**src/hdl/rhdp_pkg.sv**
```systemverilog
// ----------------------------------------------------------------------------
// rhdp_pkg: shared types, tables and helpers
// Code tables, register indexes and the decoder state type.
// ----------------------------------------------------------------------------
package rhdp_pkg;

	localparam int MAX_WIDTH_DEF  = 16384;
	localparam int MAX_HEIGHT_DEF = 8192;
	localparam int BUF_BITS       = 40;
	localparam int MAX_RUN        = 8;
	localparam int NUM_TABLES     = 6;
	localparam int LAST_TABLE     = NUM_TABLES - 1;

	typedef enum logic [2:0] {
		REG_WIDTH, REG_HEIGHT, REG_SPLIT, REG_TABLE,
		REG_SEED_EE, REG_SEED_OE, REG_SEED_EO, REG_SEED_OO
	} cfg_reg_t;

	typedef enum logic [2:0] {
		ST_IDLE, ST_CODE, ST_SYM, ST_DIFF, ST_EMIT, ST_FLUSH
	} dec_state_t;

	// symbol value that stands for the fixed difference -32768
	localparam logic [6:0] SYM_MIN_DIFF = 7'd16;

	typedef struct packed {
		logic               upd;
		logic signed [16:0] diff;
	} pred_cmd_t;

	typedef struct packed {
		logic [14:0] pixel;
		logic        img_end;
	} pred_stat_t;

	localparam logic [2:0] CODE_COUNT [NUM_TABLES][16] = '{
		'{3'd0,3'd1,3'd5,3'd1,3'd1,3'd1,3'd1,3'd1,3'd1,3'd2,3'd0,3'd0,3'd0,3'd0,3'd0,3'd0},
		'{3'd0,3'd1,3'd5,3'd1,3'd1,3'd1,3'd1,3'd1,3'd1,3'd2,3'd0,3'd0,3'd0,3'd0,3'd0,3'd0},
		'{3'd0,3'd1,3'd4,3'd2,3'd3,3'd1,3'd2,3'd0,3'd0,3'd0,3'd0,3'd0,3'd0,3'd0,3'd0,3'd0},
		'{3'd0,3'd1,3'd4,3'd3,3'd1,3'd1,3'd1,3'd1,3'd1,3'd2,3'd0,3'd0,3'd0,3'd0,3'd0,3'd0},
		'{3'd0,3'd1,3'd5,3'd1,3'd1,3'd1,3'd1,3'd1,3'd1,3'd1,3'd2,3'd0,3'd0,3'd0,3'd0,3'd0},
		'{3'd0,3'd1,3'd4,3'd2,3'd2,3'd3,3'd1,3'd2,3'd0,3'd0,3'd0,3'd0,3'd0,3'd0,3'd0,3'd0}
	};

	localparam logic [6:0] CODE_VALUE [NUM_TABLES][16] = '{
		'{7'd5,7'd4,7'd3,7'd6,7'd2,7'd7,7'd1,7'd0,7'd8,7'd9,7'd11,7'd10,7'd12,7'd0,7'd0,7'd0},
		'{7'h39,7'h5a,7'h38,7'h27,7'h16,7'd5,7'd4,7'd3,7'd2,7'd1,7'd0,7'd11,7'd12,7'd12,
		  7'd0,7'd0},
		'{7'd5,7'd4,7'd6,7'd3,7'd7,7'd2,7'd8,7'd1,7'd9,7'd0,7'd10,7'd11,7'd12,7'd0,7'd0,7'd0},
		'{7'd5,7'd6,7'd4,7'd7,7'd8,7'd3,7'd9,7'd2,7'd1,7'd0,7'd10,7'd11,7'd12,7'd13,7'd14,
		  7'd0},
		'{7'd8,7'h5c,7'h4b,7'h3a,7'h29,7'd7,7'd6,7'd5,7'd4,7'd3,7'd2,7'd1,7'd0,7'd13,7'd14,
		  7'd0},
		'{7'd7,7'd6,7'd8,7'd5,7'd9,7'd4,7'd10,7'd3,7'd11,7'd12,7'd2,7'd0,7'd1,7'd13,7'd14,
		  7'd0}
	};

	// number of codes in each table
	localparam logic [3:0] CODE_TOTAL [NUM_TABLES] = '{
		4'd14, 4'd14, 4'd13, 4'd15, 4'd15, 4'd15
	};

	function automatic int clamp_height(input logic [13:0] v, input int max_h);
		int h;
		h = int'(v);
		if (h < 1) h = 1;
		if (h > max_h) h = max_h;
		return h;
	endfunction

	function automatic int clamp_width(input logic [14:0] v, input int max_w);
		int w;
		w = int'(v);
		if (w < 2) w = 2;
		if (w > max_w) w = max_w;
		return w;
	endfunction

endpackage

```
**src/hdl/rhdp_pred.sv**
```systemverilog
// ----------------------------------------------------------------------------
// rhdp_pred: predictor and pixel position unit
// Holds row/column position, the two column predictors and the row seeds.
// ----------------------------------------------------------------------------
module rhdp_pred #(
	parameter int MAX_WIDTH  = rhdp_pkg::MAX_WIDTH_DEF,
	parameter int MAX_HEIGHT = rhdp_pkg::MAX_HEIGHT_DEF,
	localparam int RW = $clog2(MAX_HEIGHT + 1)
) (
	input  logic                  clk,
	input  logic                  arst_n,
	input  logic [14:0]           cfg_width,
	input  logic [13:0]           cfg_height,
	input  logic [15:0]           cfg_seed [4],
	input  rhdp_pkg::pred_cmd_t   cmd,
	output logic [RW-1:0]         row,
	output rhdp_pkg::pred_stat_t  stat
);
	import rhdp_pkg::*;

	localparam int CW = $clog2(MAX_WIDTH + 1);

	logic [CW-1:0] col_q;
	logic [RW-1:0] row_q;
	logic [31:0]   pred_q [2];
	logic [31:0]   seed_q [4];
	logic [31:0]   seed_eff [4];
	logic [31:0]   base, sum;
	logic          first_pix, rp, cp, end_col, end_img;
	int            w_eff, h_eff;

	always_comb begin
		w_eff     = clamp_width(cfg_width, MAX_WIDTH);
		h_eff     = clamp_height(cfg_height, MAX_HEIGHT);
		first_pix = (row_q == '0) && (col_q == '0);
		rp        = row_q[0];
		cp        = col_q[0];
		for (int i = 0; i < 4; i++) begin
			seed_eff[i] = first_pix ? {16'd0, cfg_seed[i]} : seed_q[i];
		end
		base    = (col_q == '0) ? seed_eff[{rp, 1'b0}] : pred_q[cp];
		sum     = base + {{15{cmd.diff[16]}}, cmd.diff};
		end_col = (32'(col_q) + 32'd1) >= 32'(w_eff);
		end_img = end_col && ((32'(row_q) + 32'd1) >= 32'(h_eff));
		if (sum[31])
			stat.pixel = '0;
		else if (sum > 32'd32767)
			stat.pixel = 15'h7fff;
		else
			stat.pixel = sum[14:0];
		stat.img_end = end_img;
	end

	assign row = row_q;

	always_ff @(posedge clk or negedge arst_n) begin
		if (!arst_n) begin
			col_q <= '0;
			row_q <= '0;
		end else if (cmd.upd) begin
			if (end_col) begin
				col_q <= '0;
				row_q <= row_q + RW'(1);
			end else begin
				col_q <= col_q + CW'(1);
			end
		end
	end

	always_ff @(posedge clk) begin
		if (cmd.upd) begin
			if (col_q == '0) pred_q[1] <= seed_eff[{rp, 1'b1}];
			pred_q[cp] <= sum;
			// first two columns write back into the row seeds
			for (int i = 0; i < 4; i++) begin
				if (32'(col_q) < 32'd2 && 2'(i) == {rp, cp})
					seed_q[i] <= sum;
				else if (first_pix)
					seed_q[i] <= seed_eff[i];
			end
		end
	end

endmodule

```
**src/hdl/raw_huffman_delta_pixel_decoder.sv**
```systemverilog
// ----------------------------------------------------------------------------
// raw_huffman_delta_pixel_decoder: Huffman delta pixel decoder
// Bit-serial Huffman code walk with delta prediction and 15-bit clamping.
// ----------------------------------------------------------------------------
// Usage:
// Compressed bytes enter on in_valid/in_ready (data_byte, MSB first). Each
// word is appended to a 40-bit bit buffer, then codes are walked one bit per
// cycle from the oldest unused bit; difference bits are also shifted in one
// per cycle. A byte is loaded, then any partial symbol left in the buffer is
// walked afresh, then its complete symbols (up to eight) are decoded and any
// result still held is flushed to the output register.
// Up to eight pixels leave per byte on out_valid/out_ready; last_of_run
// marks the last pixel caused by a byte. One result is held back until the
// next symbol attempt tells whether it is the last of the run, so the first
// pixel of a byte leaves after the second symbol (or end of run) resolves.
// A stalled receiver holds the output register; the walker then waits with
// one more result in its holding register. in_ready is low while a byte is
// being worked on, and stays low for good after the image is complete or a
// bad code is met. Reset clears position, buffer and the stop flag and sets
// the registers to width 2, height 1. cfg_ready is always high; the user must
// make writes only while idle, as the block itself does not enforce it.
// ----------------------------------------------------------------------------
module raw_huffman_delta_pixel_decoder #(
	parameter int MAX_WIDTH  = rhdp_pkg::MAX_WIDTH_DEF,
	parameter int MAX_HEIGHT = rhdp_pkg::MAX_HEIGHT_DEF
) (
	input  logic        clk,
	input  logic        arst_n,
	input  logic        in_valid,
	output logic        in_ready,
	input  logic [7:0]  data_byte,
	output logic        out_valid,
	input  logic        out_ready,
	output logic [14:0] pixel,
	output logic        last_of_run,
	output logic        image_done,
	output logic        bad_code,
	input  logic        cfg_valid,
	output logic        cfg_ready,
	input  logic [2:0]  cfg_index,
	input  logic [15:0] cfg_data
);
	import rhdp_pkg::*;

	localparam int RW = $clog2(MAX_HEIGHT + 1);

	dec_state_t state_q, state_nx;

	logic [14:0] width_q;
	logic [13:0] height_q;
	logic [12:0] split_q;
	logic [2:0]  tsel_q;
	logic [15:0] seed_cfg_q [4];

	logic [BUF_BITS-1:0] buf_q;
	logic [5:0]          cnt_q;
	logic [4:0]          pos_q;
	logic [15:0]         code_q;
	logic [16:0]         first_q;
	logic [3:0]          index_q;
	logic [6:0]          sym_q;
	logic [3:0]          left_q;
	logic [14:0]         v_q;
	logic signed [16:0]  diff_q;
	logic                bad_q;
	logic [3:0]          n_q;
	logic                stopped_q;

	logic        pend_valid_q, pend_done_q, pend_bad_q;
	logic [14:0] pend_pix_q;
	logic        out_valid_q, out_last_q, out_done_q, out_bad_q;
	logic [14:0] out_pix_q;

	logic [RW-1:0] row;
	pred_cmd_t     pcmd;
	pred_stat_t    pstat;

	logic [2:0]  tab;
	logic        walk_bit, need_more, hit, bad_now, is_min, len_zero, fits;
	logic [15:0] code_nx;
	logic [16:0] off;
	logic [2:0]  cnt_cur;
	logic [16:0] first_nx;
	logic [3:0]  index_nx, len, nb;
	logic [2:0]  shl;
	logic [31:0] t_raw, t_fix;
	logic        accept, out_free, go, finish, run_full, push, push_last;
	int          h_eff;

	assign cfg_ready = 1'b1;

	always_ff @(posedge clk or negedge arst_n) begin
		if (!arst_n) begin
			width_q  <= 15'd2;
			height_q <= 14'd1;
			split_q  <= '0;
			tsel_q   <= '0;
			for (int i = 0; i < 4; i++) seed_cfg_q[i] <= '0;
		end else if (cfg_valid) begin
			unique case (cfg_reg_t'(cfg_index))
				REG_WIDTH:   width_q       <= cfg_data[14:0];
				REG_HEIGHT:  height_q      <= cfg_data[13:0];
				REG_SPLIT:   split_q       <= cfg_data[12:0];
				REG_TABLE:   tsel_q        <= cfg_data[2:0];
				REG_SEED_EE: seed_cfg_q[0] <= cfg_data;
				REG_SEED_OE: seed_cfg_q[2] <= cfg_data;
				REG_SEED_EO: seed_cfg_q[1] <= cfg_data;
				REG_SEED_OO: seed_cfg_q[3] <= cfg_data;
				default: ;
			endcase
		end
	end

	// table in force for the next symbol
	always_comb begin
		h_eff = clamp_height(height_q, MAX_HEIGHT);
		tab   = (tsel_q > 3'(LAST_TABLE)) ? 3'(LAST_TABLE) : tsel_q;
		if (split_q != '0 && 32'(split_q) < 32'(h_eff) && 32'(row) >= 32'(split_q))
			tab = (tab == 3'(LAST_TABLE)) ? tab : tab + 3'd1;
	end

	// code walk and difference decode
	always_comb begin
		walk_bit  = buf_q[cnt_q - 6'd1 - {1'b0, pos_q}];
		need_more = {1'b0, pos_q} >= cnt_q;
		code_nx   = {code_q[14:0], walk_bit};
		cnt_cur   = CODE_COUNT[tab][pos_q[3:0]];
		off       = {1'b0, code_nx} - first_q;
		hit       = ({1'b0, code_nx} >= first_q) && (off < 17'(cnt_cur));
		first_nx  = (first_q + 17'(cnt_cur)) << 1;
		index_nx  = index_q + 4'(cnt_cur);
		bad_now   = !hit && (index_nx >= CODE_TOTAL[tab]);

		is_min    = (sym_q == SYM_MIN_DIFF);
		len       = sym_q[3:0];
		shl       = sym_q[6:4];
		nb        = (len > {1'b0, shl}) ? len - {1'b0, shl} : 4'd0;
		len_zero  = (len == 4'd0);
		fits      = ({1'b0, pos_q} + {2'b0, nb}) <= cnt_q;

		t_raw = (32'({v_q, 1'b1}) << shl) >> 1;
		t_fix = t_raw;
		if (len != 4'd0 && !t_raw[len - 4'd1])
			t_fix = t_raw - ((32'd1 << len) - ((shl == 3'd0) ? 32'd1 : 32'd0));
	end

	// handshake and flow control
	always_comb begin
		out_free  = !out_valid_q || out_ready;
		accept    = (state_q == ST_IDLE) && in_valid && !stopped_q;
		go        = !pend_valid_q || out_free;
		finish    = bad_q || pstat.img_end;
		run_full  = (n_q == 4'(MAX_RUN - 1));
		push      = ((state_q == ST_EMIT) && go && pend_valid_q)
		         || ((state_q == ST_FLUSH) && out_free);
		push_last = (state_q == ST_FLUSH);
		in_ready  = (state_q == ST_IDLE) && !stopped_q;
		pcmd.upd  = (state_q == ST_EMIT) && go && !bad_q;
		pcmd.diff = diff_q;
	end

	always_comb begin
		state_nx = state_q;
		unique case (state_q)
			ST_IDLE:  if (accept) state_nx = ST_CODE;
			ST_CODE: begin
				if (need_more)
					state_nx = pend_valid_q ? ST_FLUSH : ST_IDLE;
				else if (hit)
					state_nx = ST_SYM;
				else if (bad_now)
					state_nx = ST_EMIT;
			end
			ST_SYM: begin
				if (is_min)
					state_nx = ST_EMIT;
				else if (!fits)
					state_nx = pend_valid_q ? ST_FLUSH : ST_IDLE;
				else if (len_zero)
					state_nx = ST_EMIT;
				else
					state_nx = ST_DIFF;
			end
			ST_DIFF:  if (left_q == 4'd0) state_nx = ST_EMIT;
			ST_EMIT:  if (go) state_nx = (finish || run_full) ? ST_FLUSH : ST_CODE;
			ST_FLUSH: if (out_free) state_nx = ST_IDLE;
			default:  state_nx = ST_IDLE;
		endcase
	end

	always_ff @(posedge clk or negedge arst_n) begin
		if (!arst_n) begin
			state_q      <= ST_IDLE;
			cnt_q        <= '0;
			buf_q        <= '0;
			stopped_q    <= 1'b0;
			bad_q        <= 1'b0;
			n_q          <= '0;
			pend_valid_q <= 1'b0;
			out_valid_q  <= 1'b0;
		end else begin
			state_q <= state_nx;
			if (accept) begin
				buf_q <= {buf_q[BUF_BITS-9:0], data_byte};
				cnt_q <= (cnt_q > 6'(BUF_BITS - 8)) ? 6'(BUF_BITS) : cnt_q + 6'd8;
				bad_q <= 1'b0;
				n_q   <= '0;
			end
			if (state_q == ST_CODE && !need_more && !hit && bad_now) bad_q <= 1'b1;
			if (state_q == ST_EMIT && go) begin
				cnt_q        <= cnt_q - {1'b0, pos_q};
				n_q          <= n_q + 4'd1;
				pend_valid_q <= 1'b1;
				if (finish) stopped_q <= 1'b1;
			end
			if (state_q == ST_FLUSH && out_free) pend_valid_q <= 1'b0;
			if (push)
				out_valid_q <= 1'b1;
			else if (out_ready)
				out_valid_q <= 1'b0;
		end
	end

	// walker datapath and result registers
	always_ff @(posedge clk) begin
		unique case (state_q)
			ST_CODE: begin
				pos_q  <= pos_q + 5'd1;
				code_q <= code_nx;
				if (hit) begin
					sym_q <= CODE_VALUE[tab][index_q + off[3:0]];
				end else begin
					first_q <= first_nx;
					index_q <= index_nx;
				end
			end
			ST_SYM: begin
				v_q    <= '0;
				left_q <= nb;
				if (is_min)
					diff_q <= -17'sd32768;
				else if (len_zero) begin
					diff_q <= '0;
					pos_q  <= pos_q + 5'(nb);
				end
			end
			ST_DIFF: begin
				if (left_q != 4'd0) begin
					v_q    <= {v_q[13:0], walk_bit};
					pos_q  <= pos_q + 5'd1;
					left_q <= left_q - 4'd1;
				end else begin
					diff_q <= t_fix[16:0];
				end
			end
			default: ;
		endcase
		if (accept || (state_q == ST_EMIT && go)) begin
			pos_q   <= '0;
			code_q  <= '0;
			first_q <= '0;
			index_q <= '0;
		end
		if (state_q == ST_EMIT && go) begin
			pend_pix_q  <= bad_q ? 15'd0 : pstat.pixel;
			pend_done_q <= !bad_q && pstat.img_end;
			pend_bad_q  <= bad_q;
		end
		if (push) begin
			out_pix_q  <= pend_pix_q;
			out_done_q <= pend_done_q;
			out_bad_q  <= pend_bad_q;
			out_last_q <= push_last;
		end
	end

	assign out_valid   = out_valid_q;
	assign pixel       = out_pix_q;
	assign last_of_run = out_last_q;
	assign image_done  = out_done_q;
	assign bad_code    = out_bad_q;

	rhdp_pred #(
		.MAX_WIDTH  (MAX_WIDTH),
		.MAX_HEIGHT (MAX_HEIGHT)
	) u_pred (
		.clk        (clk),
		.arst_n     (arst_n),
		.cfg_width  (width_q),
		.cfg_height (height_q),
		.cfg_seed   (seed_cfg_q),
		.cmd        (pcmd),
		.row        (row),
		.stat       (pstat)
	);

endmodule

```
**config.mk**
```make
export PLATFORM = sky130hd
export DESIGN_NAME = raw_huffman_delta_pixel_decoder
export DESIGN_NICKNAME = d
export VERILOG_FILES = /design/src/hdl/rhdp_pkg.sv /design/src/hdl/rhdp_pred.sv /design/src/hdl/raw_huffman_delta_pixel_decoder.sv
export SDC_FILE = /design/constraint.sdc
export NUM_CORES = 1
export LEC_CHECK = 0
export BUFFER_PORTS_ARGS = -buffer_cell sky130_fd_sc_hd__buf_2
export CAP_MARGIN = 30
export CORE_MARGIN = 10
export CORE_UTILIZATION = 60
export CTS_BUF_LIST = sky130_fd_sc_hd__clkbuf_16
export CTS_CLUSTER_DIAMETER = 40
export CTS_CLUSTER_SIZE = 14
export DETAILED_ROUTE_END_ITERATION = 10
export HOLD_SLACK_MARGIN = 0.08
export PLACE_DENSITY = 0.75
export SLEW_MARGIN = 20
export SYNTH_ARGS = -nofsm -noshare
export SYNTH_HDL_FRONTEND = slang
export SYNTH_SLANG_ARGS = --single-unit
```
**constraint.sdc**
```tcl
create_clock -name clk -period 10.5 [get_ports clk]
set_input_delay 0.525 -clock clk [delete_from_list [all_inputs] [get_ports clk]]
set_output_delay 0.525 -clock clk [all_outputs]
set_load 0.01 [all_outputs]
```
* Yosys cells after proc, flatten, opt, wreduce, memory -nomap -nowiden *
Memory sizes are Yosys's and may differ from the RTL's.
Index checks and enable logic that the tools add are counted.

storage, ports and cells
  input port bits = 32
  ROM bits = 1312
  memories kept = 5
  flip-flop bits (word level) = 313
  RAM bits = 192

memory list
  name              words  bits a word  rd ports  clocked after Yosys merged registers in  wr ports  RTL line                                RTL
  (name not given)  8      112          1         0                                        0         raw_huffman_delta_pixel_decoder.sv:231  sym_q <= CODE_VALUE[tab][index_q + off[3:0]];
  (name not given)  8      48           1         0                                        0         raw_huffman_delta_pixel_decoder.sv:127  cnt_cur = CODE_COUNT[tab][pos_q[3:0]];
  u_pred.seed_q     4      32           4         0                                        4         rhdp_pred.sv:26                         logic [31:0] seed_q [4];
  u_pred.pred_q     2      32           1         0                                        2         rhdp_pred.sv:25                         logic [31:0] pred_q [2];
  (name not given)  8      4            1         0                                        0         raw_huffman_delta_pixel_decoder.sv:132  bad_now = !hit && (index_nx >= CODE_TOTAL[tab]);

operators by class
  equality and inequality tests = 28
  multiplexer cells = 109
  reduce and logical (&&, ||, !) cells = 69
  shift operators = 2
  bitwise operators = 10
  $add $sub $neg = 23
  magnitude comparators = 25

operator list
  operator                                                                       number
  32-bit 2-to-1 mux                                                              15
  112-bit 2-to-1 mux                                                             2
  32-bit binary-select mux with 2-bit select                                     2
  48-bit 2-to-1 mux                                                              2
  17-bit 2-to-1 mux                                                              4
  32-bit >= comparator                                                           2
  15-bit 2-to-1 mux                                                              4
  3-bit 2-to-1 mux                                                               17
  1-bit 2-to-1 mux                                                               39
  17-bit case mux with 2 select lines                                            1
  32-bit adder                                                                   1
  32-bit by 15-bit > comparator with 1-bit output, second input constant         1
  13-bit by 32-bit less-than comparator with 1-bit output                        1
  15-bit by 2-bit less-than comparator with 1-bit output, second input constant  2
  15-bit case mux with 2 select lines                                            1
  7-bit binary-select mux with 4-bit select                                      1
  2-bit AND reduction                                                            13
  4-bit 2-to-1 mux                                                               6
  1-bit logical AND                                                              22
  3-bit equality test, second input constant                                     7
  6-bit 2-to-1 mux                                                               3
  3-bit case mux with 6 select lines                                             1
  16-bit by 3-bit << shifter with 18-bit output                                  1
  16-bit by 17-bit >= comparator with 1-bit output                               1
  other kinds (74)                                                               117

* Logic depth before layout (Yosys ltp) *
  depth after elaboration = 23
  depth in mapped cells = 30
  depth with buffers taken out = 28

* By module *
Synthesis repeated with hierarchy kept, for this count alone.

second synthesis, totals
  cells, all modules = 3126
  area, all modules = 31413.9 µm²

by module, submodules not included
  module                           area an instance (µm²)  cells each  seq. area each (µm²)  instances
  raw_huffman_delta_pixel_decoder  17254.0                 1725        7299.5                1
  rhdp_pred                        14159.8                 1401        6491.2                1

* Least setup slack after synthesis *
OpenSTA, ideal clock, no wires.

  kind = reg-to-reg
  from = reg u_pred.row_q[0], in the netlist u_pred.row[0]
  to = reg pend_pix_q[11], data pin
  arrival = 6.160 ns
  period minus slack after synthesis = 6.430 ns
  setup slack = 4.070 ns
  buffers on the path = 5
  cell stages (with the launch flop) = 29
  cells stage by stage = dfrtp_1 -> clkbuf_1 -> buf_1 -> clkbuf_1 -> inv_1 -> ha_1 -> nor4b_1 -> nand2_1 -> nor4_1 -> clkinv_1 -> nor2_2 -> buf_2 -> mux4_2 -> nand2_1 -> o21ai_0 -> ha_1 -> fa_1 -> a21o_1 -> a2111oi_4 -> a21o_1 -> o32ai_2 -> o31a_1 -> xnor2_4 -> and4b_1 -> and4_1 -> nand4_1 -> and4bb_4 -> buf_8 -> a21oi_2

between the ends
  longest elaborated chain between the ends = 10
  elaborated cells on any way between the ends = 15

RTL lines
  element                                                    RTL line                                RTL
  start: declaration                                         rhdp_pred.sv:24                         logic [RW-1:0] row_q;
  start signal: assignment                                   rhdp_pred.sv:63                         row_q <= row_q + RW'(1);
  14-bit logical NOT                                         rhdp_pred.sv:35                         first_pix = (row_q == '0) && (col_q == '0);
  1-bit logical AND                                          rhdp_pred.sv:35
  32-bit 2-to-1 mux                                          rhdp_pred.sv:39                         seed_eff[i] = first_pix ? {16'd0, cfg_seed[i]} : seed_q[i];
  32-bit binary-select mux with 2-bit select (*)             rhdp_pred.sv:41                         base = (col_q == '0) ? seed_eff[{rp, 1'b0}] : pred_q[cp];
  32-bit 2-to-1 mux (not written as such) (*) (2 in series)  rhdp_pred.sv:41
  32-bit 2-to-1 mux (*)                                      rhdp_pred.sv:41
  32-bit adder (*)                                           rhdp_pred.sv:42                         sum = base + {{15{cmd.diff[16]}}, cmd.diff};
  32-bit by 15-bit > comparator with 1-bit output            rhdp_pred.sv:47                         else if (sum > 32'd32767)
  15-bit 2-to-1 mux                                          rhdp_pred.sv:47
  end signal: assignment                                     raw_huffman_delta_pixel_decoder.sv:265  pend_pix_q <= bad_q ? 15'd0 : pstat.pixel;
  end: declaration                                           raw_huffman_delta_pixel_decoder.sv:70   logic [14:0] pend_pix_q;

Every way passes the cells marked *; elsewhere a longest branch is shown, timed or not. The select of a mux whose other input is x is not followed.
A chain may end at the register's enable or synchronous reset.

* Final worst setup path *
  from = reg height_q[13]
  to = reg first_q[16]

between the ends
  longest elaborated chain between the ends = 19
  elaborated cells on any way between the ends = 20

RTL lines
  element                                                      RTL line                                RTL
  start: declaration                                           raw_huffman_delta_pixel_decoder.sv:50   logic [13:0] height_q;
  start signal: assignment                                     raw_huffman_delta_pixel_decoder.sv:102  REG_HEIGHT: height_q <= cfg_data[13:0];
  14-bit by 1-bit less-than comparator with 1-bit output       rhdp_pkg.sv:66                          if (h < 1) h = 1;
  14-bit 2-to-1 mux (*)                                        rhdp_pkg.sv:66
  14-bit > comparator                                          --
  32-bit 2-to-1 mux (*)                                        rhdp_pkg.sv:67                          if (h > max_h) h = max_h;
  13-bit by 32-bit less-than comparator with 1-bit output (*)  raw_huffman_delta_pixel_decoder.sv:118  if (split_q != '0 && 32'(split_q) < 32'(h_eff) && 32'(row) >= 32'(split_q))
  1-bit logical AND (*) (2 in series)                          raw_huffman_delta_pixel_decoder.sv:118
  3-bit 2-to-1 mux (*)                                         raw_huffman_delta_pixel_decoder.sv:118
  3-bit NOT with 4-bit output (not written as such) (*)        raw_huffman_delta_pixel_decoder.sv:127
  memory 8 x 48 bit (*)                                        --
  48-bit 2-to-1 mux (not written as such) (*) (2 in series)    raw_huffman_delta_pixel_decoder.sv:127
  3-bit binary-select mux with 4-bit select (*)                raw_huffman_delta_pixel_decoder.sv:127
  3-bit 2-to-1 mux (not written as such) (*) (2 in series)     raw_huffman_delta_pixel_decoder.sv:127
  17-bit by 3-bit less-than comparator with 1-bit output       raw_huffman_delta_pixel_decoder.sv:129  hit = ({1'b0, code_nx} >= first_q) && (off < 17'(cnt_cur));
  1-bit logical AND                                            raw_huffman_delta_pixel_decoder.sv:129
  1-bit NOT (no line)                                          --
  2-bit AND reduction (no line)                                --
  end signal: assignment                                       raw_huffman_delta_pixel_decoder.sv:233  first_q <= first_nx;
  end: declaration                                             raw_huffman_delta_pixel_decoder.sv:59   logic [16:0] first_q;

Marked as above.

==> reports/metrics.yaml <==
status: "finished, final reports clean"
utilization_pct: 68.6
synthArstFlopShare_pct: 38.6
drc: 0
busiest_layer: "met2"
setup_slack_ns: 3.08
stdcell_area_mm2: 0.0338
synth_nets: 3159
grt_max_degree: 74
grt_util_met1_pct: 31.2
path_clk_slew_ns: 0.06
synth_edf_count: 270
drv_cap: 0
placed_cell_area_mm2: 0.0311
hp-class: "in2reg"
via_per_inst: 6.17
cp-start-kind: "flop"
netlist_top_cells_area: "edfxtp_1, dfrtp_1, ha_1, nand2_1, mux2_2"
powerDensity_mw_per_mm2: 315
synth_area_mm2: 0.0300
required_ns: 11.00
synthDistinctLibCells: 98
vias: 22803
tightestPinTransition_ns: 1.03
finalClockSkew_ns: 0.0367
yosys_register_bits: 505
globalplace.congestion: 0.926
cp-end-kind: "flop"
grt_usage_pct: 25.5
grtUsageMet3_pct: 3.44
initial_utilization_pct: 61.0
critPathMostFrequentCell: "inv_1"
die-area_mm2: 0.0594
synth.avg_cell_area_um2: 10.3
drv_slew: 0
synth_area_leader_cell: "edfxtp_1"
cp_slowest_cell: "nor4_1"
fmax_ghz: 0.135
setup_viol: 0
syn2layout_area_growth_pct: 12.5
diodes: 0
critPathKind: "reg2reg"
cts_setup_buffers: 0
leakage_nw: 14.0
drive_gt1_share_pct: 15.6
clockBufferDepth: 3
antenna_found_initial: 0
io_buffers: 51
power.total_mw: 10.7
drtIter0Drc: 2011
h-tree-depth: 3
grt_pass1_wl_mm: 123
finalCriticalPeriod_ns: 7.42
yosysSeqAreaShare_pct: 45.9
ir_worst_vdd_v: 0.000260
core_mm2: 0.0493
synth.area.mux_share_pct: 11.2
wire_per_inst_um: 20.8
synth-xor-area-share_pct: 3.72
cts_sinks: 505
synth_cells: 2926
crit_arrival_ns: 7.92
finalHoldViolations: 0
slew_headroom_pct: 31.2
period_share_pct: 70.7
cts_made_buffers: 76
use_met2_pct: 44.6
fin_tns_setup_ns: 0
holdWs_ns: 0.103
cp_max_fo: 15
io_pins: 53
clk_latency_ns: 0.63
synth-simple-area-share_pct: 13.9
place_ws_ns: 3.23
dieWidth_um: 244
synth_top_area_share_pct: 27.0
grt_pass1_vias: 22753
synth_top_family_by_area: "simple AND/OR/NAND/NOR gates"
critPathMaxStageDelay_ns: 0.59
grt_overflow: 0
dr.pass1.iters: 6
holdBufCountCts: 7
cts_tree: "yes"
yosysWarnings: 0
synthFlopType: "edfxtp_1"
synthTopCellsByCount: "nand2_1, edfxtp_1, o21ai_0, nor2_1, dfrtp_1"
routed_wl_mm: 76.7
fin_cells: 3698
ctsResizeCount: 0
fp-row-count: 81
yosysMostFrequentCell: "nand2_1"
synth_adder_area_share_pct: 8.65
place_hpwl_mm: 53.4
drtAntennaViolNets: 0
finalNetCount: 3205
dp.cells: 3547
synth-compound-area-share_pct: 12.8
rsz0062_at_grt: "false"
die_h_um: 244
clockRootBuffer: "clkbuf_16"
## layer usage
| metal | wire (um) | share of wire, % |
|---|---|---|
| met4 | 2840 | 3.7 |
| met3 | 4140 | 5.4 |
| met2 | 39100 | 51 |
| met1 | 30600 | 40 |
| met5 | 0 | 0 |
## layout by cell type, fill, tap and decap left out, types with 15 or more instances in the layout
| cell | instances |
|---|---|
| a21oi_1 | 168 |
| xnor2_1 | 77 |
| dfrtp_1 | 191 |
| and3_1 | 37 |
| clkinv_1 | 16 |
| dfxtp_1 | 40 |
| edfxtp_1 | 270 |
| mux2i_1 | 62 |
| nor2_1 | 194 |
| buf_2 | 51 |
| a211oi_1 | 29 |
| o21ai_0 | 211 |
| buf_4 | 37 |
| inv_1 | 156 |
| clkbuf_16 | 78 |
| xor2_1 | 42 |
| nor4_1 | 15 |
| mux4_2 | 53 |
| ha_1 | 190 |
| nand4_1 | 18 |
| nor2b_1 | 25 |
| nor3_1 | 38 |
| mux2_2 | 136 |
| a31oi_1 | 19 |
| nand2b_1 | 23 |
| o21bai_1 | 18 |
| a21o_1 | 39 |
| nand3_1 | 78 |
| nand2_1 | 434 |
| o31ai_1 | 19 |
## power breakdown
group | total, mW | switching, mW | internal (mW) | leakage, nW
combinational | 4.85 | 2.98 | 1.87 | 7.42
clock | 2.57 | 0.972 | 1.60 | 1.27
sequential | 3.24 | 0.362 | 2.87 | 5.30
## path summary, 6_finish.rpt
check | start | to | slack [ns] | depth (start not counted)
setup / recovery | height_q[13]$_DFFE_PN0P_ | first_q[16]$_SDFFE_PP0P_ | 3.08 | 28
hold / removal | data_byte[2] | buf_q[2]$_DFFE_PN0P_ | 0.10 | 3
setup reg to reg | height_q[13]$_DFFE_PN0P_ | first_q[16]$_SDFFE_PP0P_ | 3.08 | 28
hold reg to reg | pend_pix_q[0]$_SDFFCE_PP0P_ | pixel[0]$_DFFE_PP_ | 0.42 | 0
max in group asynchronous | arst_n | width_q[1]$_DFFE_PN1P_ | 8.03 | 5
min in group asynchronous | arst_n | buf_q[6]$_DFFE_PN0P_ | 0.44 | 2
## cell families after synthesis
logic type / Yosys count
buf+inv: 294
compound gates: 621
flops: 505
fa+ha+maj: 201
mux: 252
other cells: 1
xor+xnor: 123
simple gates: 929
## registers in the layout (all words and copies together), names as in the netlist, 16 cells and up
signal and cells:
u_pred.seed_q 128, seed_cfg_q 64, u_pred.pred_q 64, buf_q 40, diff_q 17, first_q 16
## worst max-delay path, delay by kind of cell (launching register included)
family,cells,cell delay (ns)
compound gates,10,2.59
simple gates,8,1.91
fa+ha+maj,4,1.23
buf+inv,4,0.74
flops,1,0.43
mux,1,0.24
xor+xnor,1,0.13
## final cells by class
cell class                      instances  area [um^2]
Tap cell                              664          831
Clock inverter                         62          661
Fill cell                            3673        15400
Inverter                              158          593
Multi-Input combinational cell       2127        15200
Clock buffer                           78         1950
Timing Repair Buffer                  104          768
Sequential cell                       505        13800
(Power assumes the default switching activity.)
